## src/hdl/mse_mul32.sv

```systemverilog
// Shared 32x32 unsigned multiplier with registered product.
module mse_mul32 (
   input  logic        clock,
   input  logic [31:0] mul_a,
   input  logic [31:0] mul_b,
   output logic [63:0] prod_ff
);
   logic [63:0] prod_in;

   assign prod_in = 64'(mul_a) * 64'(mul_b);

   always_ff @(posedge clock) begin
      prod_ff <= prod_in;
   end
endmodule

```

## config.mk

```make
export PLATFORM = sky130hd
export DESIGN_NAME = mse_mul32
export DESIGN_NICKNAME = d
export VERILOG_FILES = /design/src/hdl/mse_mul32.sv
export SDC_FILE = /design/constraint.sdc
export NUM_CORES = 2
export LEC_CHECK = 0
export ABC_CLOCK_PERIOD_IN_PS = 7700
export BUFFER_PORTS_ARGS = -buffer_cell sky130_fd_sc_hd__buf_2
export CAP_MARGIN = 20
export CELL_PAD_IN_SITES_DETAIL_PLACEMENT = 0
export CELL_PAD_IN_SITES_GLOBAL_PLACEMENT = 1
export CORE_MARGIN = 10
export CORE_UTILIZATION = 40
export CTS_BUF_LIST = sky130_fd_sc_hd__clkbuf_4
export CTS_CLUSTER_SIZE = 8
export DETAILED_ROUTE_END_ITERATION = 10
export PLACE_DENSITY_LB_ADDON = 0.1
export SETUP_SLACK_MARGIN = 0.05
export SLEW_MARGIN = 20
export SYNTH_ARGS = -nofsm -noshare
export SYNTH_HDL_FRONTEND = slang
export SYNTH_SLANG_ARGS = --single-unit
```

## constraint.sdc

```tcl
create_clock -name clock -period 7.7 [get_ports clock]
set_clock_uncertainty 0.1 [all_clocks]
set_input_delay 1.155 -clock clock [delete_from_list [all_inputs] [get_ports clock]]
set_output_delay 1.155 -clock clock [all_outputs]
set_load 0.005 [all_outputs]
```

==> flow_metrics.tcl <==
set metrics [dict create \
    status "complete, but fails checks" \
    violations "setup timing" \
    largest_registers "prod_ff: 64 flops" \
    syn_area_per_cell_um2 9.21 \
    fill_cells 8481 \
    drv_cap 0 \
    path_cells "buf_12, buf_12, buf_4, and2_4, fa_1, inv_2, fa_1, inv_1, fa_1, fa_2, fa_2, fa_1, fa_2, fa_1, ha_4, nand2_2, or4_4, or3_4, a31oi_1, buf_4, a31o_4, a211oi_4, buf_4, xnor2_2" \
    grt_pass1_wl_um 164000 \
    worst_pin_slew_ns 0.596 \
    clock-sinks 64 \
    worstPathArrival_ns 8.06 \
    drive_gt1_frac 0.187 \
    regMostFlops "prod_ff" \
    grt_pass1_vias 28600 \
    synth_area_um2 34600 \
    grt_max_degree 22 \
    setup_viol 3 \
    fp.coreArea_um2 85500 \
    yosysUniqueCellTypes 56 \
    cp_max_fo 6 \
    gr-usage-all-layers 0.216 \
    min_to "prod_ff[0]" \
    wirelength_um 104000 \
    crit_cells 24 \
    cp.required_ns 7.97 \
    area_growth_pct 18.0 \
    critPathSlowestCell "fa_2" \
    synth_ff_type "dfxtp_1" \
    multiInputGateArea_um2 30000 \
    synthCells 3758 \
    synthDominantCellAreaShare 0.518 \
    drv_slew 0 \
    setup_tns_ns -0.170 \
    endpoint_kind "flip-flop" \
    numPortBuffers 128 \
    hp-start "mul_b[0]" \
    die_w_um 314 \
    place_congestion 0.847 \
    critPathMostFrequentCell "fa_1" \
    hold_viol 0 \
    ioPinCount 129 \
    fin_crit_ns 7.79 \
    grt_antenna_before_repair 4 \
    chipHeight_um 314 \
    fin_crit_sh 1.01 \
    cts_buffer_depth 2 \
    wl_per_cell_um 19.7 \
    seq_area_um2 1280 \
    crit_family "adder cells" \
    largest_register_ffs 64 \
    final_cell_mix "fa_1 (847), inv_1 (844), and2_1 (566), nand2_1 (470), buf_4 (402)" \
    ys_ff_latch 64 \
    hold_class "in2reg" \
    dp_hpwl_um 92300 \
    die_area_um2 98700 \
    synth_nets 4982 \
    grt_setup_unrepaired "yes" \
    start_kind "input port" \
    clk_transition_reported_paths_ns 0.12 \
    postSynth.asyncResetShare 0 \
    drt-pass1-iter-count 5 \
    grt_remaining_overflow 0 \
    fin_nets 5337 \
    slew-limit-headroom 0.600 \
    final_common_cell "fa_1" \
    htreeDepth 3 \
    vias 25400 \
    crit_start "mul_a[12]" \
    cts_root_buffer "clkbuf_4" \
    fmax_ghz 0.128 \
    setup.worst_path.class "in2reg" \
    synth_edf_count 0 \
    cts_inserted_buffers 9 \
    hold_depth 3 \
    critPathBufInv 7 \
    synth_area_leaders "fa_1 (52%), and2_1 (11%), ha_1 (9.5%)" \
    cpPeakStageDelay_ns 0.64 \
    viasPerCell 4.81 \
    drc 0 \
    detail_route.iter0.violations 980 \
    synth_area_leader_cell "fa_1" \
    cts_tree "built" \
    drtAntennaViolNets 0 \
    fin_ws_ns -0.0949 \
    cts-hold-fix-buffers 0 \
    ys_warn_count 0 \
    initial_core_util 0.405 \
    synth-seq-area-share 0.0370 \
    rows 107 \
]
[synthesized netlist by cell type, drive strengths merged, types with 2 or more instances]
master     n
a31oi     12
o2111ai    2
and3      14
o31ai      2
o221ai     3
clkbuf   216
nand4     24
a211oi     4
a221oi     2
buf       11
nand2b     2
and3b      2
a311oi     3
a221o      4
nand3     12
a21boi     3
nand2    478
or2        4
a41oi      2
a21oi     70
nor3       5
o311a      2
and2     603
or3        5
and4       4
or4        3
xnor2     33
o21bai    10
fa       896
nor2      21
inv      863
o211ai     3
o21ai     30
a21o      37
o2bb2ai    2
o21a       8
xor2      26
dfxtp     64
ha       263
[through the flow]
stage	worst slack [ns]	instance area (um^2)	utilization	std cells	hold slack [ns]
2_1_floorplan	-0.0706	34900	-	3758	1.18
3_3_place_gp	-0.851	39300	0.459	5216	1.44
3_5_place_dp	-0.876	39300	0.459	5216	1.43
4_1_cts	-0.00162	40300	0.471	5251	1.22
5_1_grt	-0.165	40900	0.478	5265	1.25
6_report	-0.0949	40900	0.478	5265	1.26
[kinds of logic after synthesis]
family / share of synthesized area
simple gates: 0.177
flops: 0.0370
fa+ha+maj: 0.613
xor+xnor: 0.0149
mux: 0.000289
buf+inv: 0.119
compound gates: 0.0392
[routing by layer]
layer | vias up | GRT usage | wire, um
met5 | - | 0 | 9
met3 | 123 | 0.0221 | 2710
met2 | 373 | 0.418 | 57800
met1 | 13300 | 0.248 | 39700
met4 | 2 | 0.0613 | 3520
li1 | 11600 | - | -
[how the worst max path moves through the flow]
stage | to | slack [ns]
CTS | prod_ff[62] | -0.002
global route | prod_ff[63] | -0.16
floorplan | prod_ff[62] | -0.07
global placement | prod_ff[62] | -0.85
detailed placement | prod_ff[57] | -0.88
finish | prod_ff[58] | -0.09
[what timing repair did]
| item | CTS | global route |
|---|---|---|
| resized for setup | 196 | 132 |
| setup endpoints to repair | 23 | 22 |
| pin swaps | 74 | 117 |
| gates cloned | 2 | 0 |
| buffers inserted | 17 | 13 |
[area by class of cell]
cell class | count | area share
multi-input combinational | 2604 | 0.734
timing repair buffer | 571 | 0.117
inverter | 863 | 0.0793
tap | 1144 | 0.0350
sequential | 64 | 0.0314
clock buffer | 11 | 0.00202
clock inverter | 5 | 0.00116
antenna | 3 | 0.000184
Power is not shown: default switching activity piles up to over one toggle a cycle in this logic, so the estimate is an artifact.
